**src/bba_ram.sv**
```systemverilog
// Generic single-write, single-read RAM with registered read data.
module bba_ram #(
  parameter int WIDTH = 8,
  parameter int DEPTH = 512
) (
  input  logic                     clk,
  input  logic                     wr_en,
  input  logic [$clog2(DEPTH)-1:0] wr_addr,
  input  logic [WIDTH-1:0]         wr_data,
  input  logic [$clog2(DEPTH)-1:0] rd_addr,
  output logic [WIDTH-1:0]         rd_data
);

  logic [WIDTH-1:0] mem [DEPTH];

  // Write port and registered read port
  always_ff @(posedge clk) begin
    if (wr_en) begin
      mem[wr_addr] <= wr_data;
    end
    rd_data <= mem[rd_addr];
  end

endmodule

```
**config.mk**
```make
export PLATFORM = sky130hd
export DESIGN_NAME = bba_ram
export DESIGN_NICKNAME = d
export VERILOG_FILES = /design/src/bba_ram.sv
export SDC_FILE = /design/constraint.sdc
export NUM_CORES = 2
export LEC_CHECK = 0
export BUFFER_PORTS_ARGS = -buffer_cell sky130_fd_sc_hd__buf_2
export CAP_MARGIN = 20
export CORE_UTILIZATION = 45
export DETAILED_ROUTE_END_ITERATION = 8
export PLACE_DENSITY = 0.69
export SYNTH_ARGS = -nofsm -noshare
export SYNTH_HDL_FRONTEND = slang
export SYNTH_SLANG_ARGS = --single-unit
export TNS_END_PERCENT = 1
```
**constraint.sdc**
```tcl
create_clock -name clk -period 6.2 [get_ports clk]
set_input_delay 0.62 -clock clk [delete_from_list [all_inputs] [get_ports clk]]
set_output_delay 0.62 -clock clk [all_outputs]
set_load 0.005 [all_outputs]
```
==> results.txt <==
R2R Setup Slk = 2.71 ns
clk slew on worst S/H paths = 0.06 ns
Worst-Margin Slew = 1.28 ns
register area share after synthesis = 77.0%
setup TNS = 0 ns
Syn Std Cell Area = 160000 um2
number of global-route vias before repair = 81100
Post-CTS Hold Buffers = 1
Async S/R FF share, synth = 0%
RePlAce Congestion = 0.897
Setup-failing EPs final = 0
DR vias = 82300
I/O Buffers = 35
Worst Setup End Kind = flip-flop
Num CTS Buffers = 399
Arr. time, crit path = 5.33 ns
RSZ-0062 raised after global routing = false
Root Driver = clkbuf_16
initial core utilization = 45.3%
Pins Over Slew Limit = 0
fillcell total = 27400
Min Clock Period, post-route = 4.41 ns
CP bufs+invs = 3
post-layout util = 50.6%
CP delay by family, top = simple AND/OR/NAND/NOR gates
simple-gate portion of the synthesized area = 2.63%
final std cells w/o fill = 13200
H-tree depth = 5
vias per std cell = 6.23
multi-input logic area = 34000 um2
status = finished, final reports clean
area post-placement = 165000 um2
largest family of logic cells by synthesized area = multiplexers
most frequent cells in the layout = edfxtp_1 (4096), mux2i_1 (797), mux4_2 (654)
Logic pwr share = 4.7%
clock latency on the worst-skew pair = 0.97 ns
DRC Markers = 0
# resized after CTS = 0
CTS tree = built
Post-Synth XOR/XNOR Area = 0%
Synth warnings = 0
post-synth cell types = 51
Worst Skew = 0.0659 ns
detailed router's first-iteration violation count = 11200
Synth Area in Compound Gates = 4.31%
Int Power = 45500 uW
CP max stage cell = nor4_1
DP Cell Count = 12500
final hold viol count = 0
die height = 598 um
Ports = 36
Synth-to-Final Area Change = 11.7%
top_reg_cell synth = edfxtp_1
sw frac = 21.4%
FMAX = 227 MHz
nets = 8166
die area = 358000 um2
GRT overflow = 0
mux cell area share after synthesis = 14.2%
Post-Synth Adder-Cell Area = 0%
PwrDens = 324 nW/um2
clk sink count = 4104
commonest non-fill, non-tap cell in the layout = edfxtp_1
cell breakdown of the critical path = buf_12, buf_4, mux2i_1, o221ai_1, a21oi_1, nor4_1, nand4_1, nor4_1, buf_4, o2111a_1
Power Total = 57900 uW
Syn Area/Cell = 19.9 um2
CP Class = in2reg
core area = 353000 um2
Die Width = 598 um
Worst EP required = 7.12 ns
EDFF count, synth = 4096
crit-path max cell delay = 0.89 ns
NetSw = 12400 uW
DR WL/cell = 31.0 um
Syn Inst Count = 8030
CTS max path bufs = 4
initial antenna violation count = 21
worst-path maximum fanout = 85
row count = 218
Hold Crit Class = in2reg
drt first pass iters = 6
ANT nets after route = 0
Worst setup SP type = primary input
Static Leak = 0.0560 uW
Post-CTS Setup Bufs = 0
Clock power frac = 42.4%
crit share post-route = 71.2%
Synthesized Nets = 8058
DRT Wirelength = 410 mm
Flop pwr share = 52.8%
MaxCap Viol Count = 0
largest net degree at the start of global routing = 208
sequential cell area = 123000 um2
hpwl dp = 246 mm
share of post-route cells with drive strength above 1 = 17.8%
first-pass GRT wire length = 587 mm
slew margin rel. = 14.4%
post-route cell area = 179000 um2
Total GRT Usage = 22.6%
Max VDD drop = 0.243 mV
Seq cells post-synth = 4104
## stage by stage
stage,worst slack (ns),hold slack [ns]
3_3_place_gp,1.11,1.00
6_report,1.79,0.142
2_1_floorplan,3.61,0.719
3_5_place_dp,1.00,1.01
5_1_grt,1.77,0.151
4_1_cts,2.03,0.0959
## flip-flops by register name, indices dropped and copies added (netlist names)
| signal | cells |
|---|---|
| mem | 4096 |
| rd_data | 8 |
## worst reg2reg max path: cells and delay by family, from the launching register on
family | cells | cell delay [ns]
AOI/OAI and AO/OA | 3 | 0.88
buffers and inverters | 1 | 0.21
DFF | 1 | 0.32
and+or+nand+nor | 3 | 1.94
muxes | 1 | 0.07
## power groups by stage
stage               Combinational (uW)  Sequential, uW  Clock (uW)
floorplan                         1450           31200           0
global placement                  2670           31200           0
detailed placement                2720           31200           0
CTS                               2730           30600       24700
global route                      2850           30600       25700
finish                            2750           30600       24600
## routing by layer
metal / part of all wire (%) / GRT usage (%) / up-vias / wire length (um)
li1: - / - / 33700 / -
met1: 38 / 30.9 / 43000 / 156000
met2: 48 / 35.6 / 4878 / 195000
met3: 10 / 4.57 / 781 / 42400
met4: 4.2 / 9.13 / 4 / 17300
met5: 0.0056 / 0 / - / 23
## cell type report
cell class                      instances  share of cell area, %
Antenna cell                           13                 0.0182
Clock buffer                          477                   5.89
Clock inverter                        264                   1.50
Inverter                                3                 0.0105
Multi-Input combinational cell       3410                   19.1
Sequential cell                      4104                   68.9
Tap cell                             4730                   3.31
Timing Repair Buffer                  220                   1.30
## worst paths after layout
check,endpoint,from,cells after the start
hold / removal,mem[190][1],wr_data[1],1
setup reg to reg,rd_data[0],mem[41][0],8
hold reg to reg,rd_data[3],mem[155][3],4
setup / recovery,rd_data[7],rd_addr[0],10
## synthesized netlist by cell type, drive strengths merged, types with 3 or more instances
cell type / n / share of area, %
and3b: 4 / 0.022
a211oi: 17 / 0.080
nor4: 36 / 0.14
a22o: 5 / 0.027
nor3b: 8 / 0.038
o21ai: 119 / 0.37
o41ai: 7 / 0.038
a2111oi: 3 / 0.016
nand2: 111 / 0.26
o2111a: 8 / 0.056
edfxtp: 4096 / 77
dfxtp: 8 / 0.10
o221ai: 372 / 2.0
inv: 3 / 0.0070
o311ai: 6 / 0.033
nand4: 32 / 0.13
and2: 20 / 0.078
or2: 5 / 0.020
mux4: 654 / 9.2
a22oi: 61 / 0.29
nand2b: 4 / 0.016
nor2: 597 / 1.4
clkbuf: 265 / 0.62
mux2i: 797 / 5.0
nor2b: 6 / 0.023
nor3: 109 / 0.34
o22ai: 163 / 0.64
nand3: 36 / 0.11
o31ai: 13 / 0.061
and3: 4 / 0.016
or3: 6 / 0.023
o22a: 3 / 0.016
buf: 248 / 1.2
a21oi: 194 / 0.61
## cells by family (layout without fill, tap and decap cells)
kind of cell | Yosys count | in the layout
buffers and inverters | 516 | 964
multiplexers | 1451 | 1451
other | 0 | 13
flip-flops | 4104 | 4104
AND/OR/NAND/NOR | 980 | 980
AO/OA/AOI/OAI | 979 | 979
(Power assumes the default switching activity.)
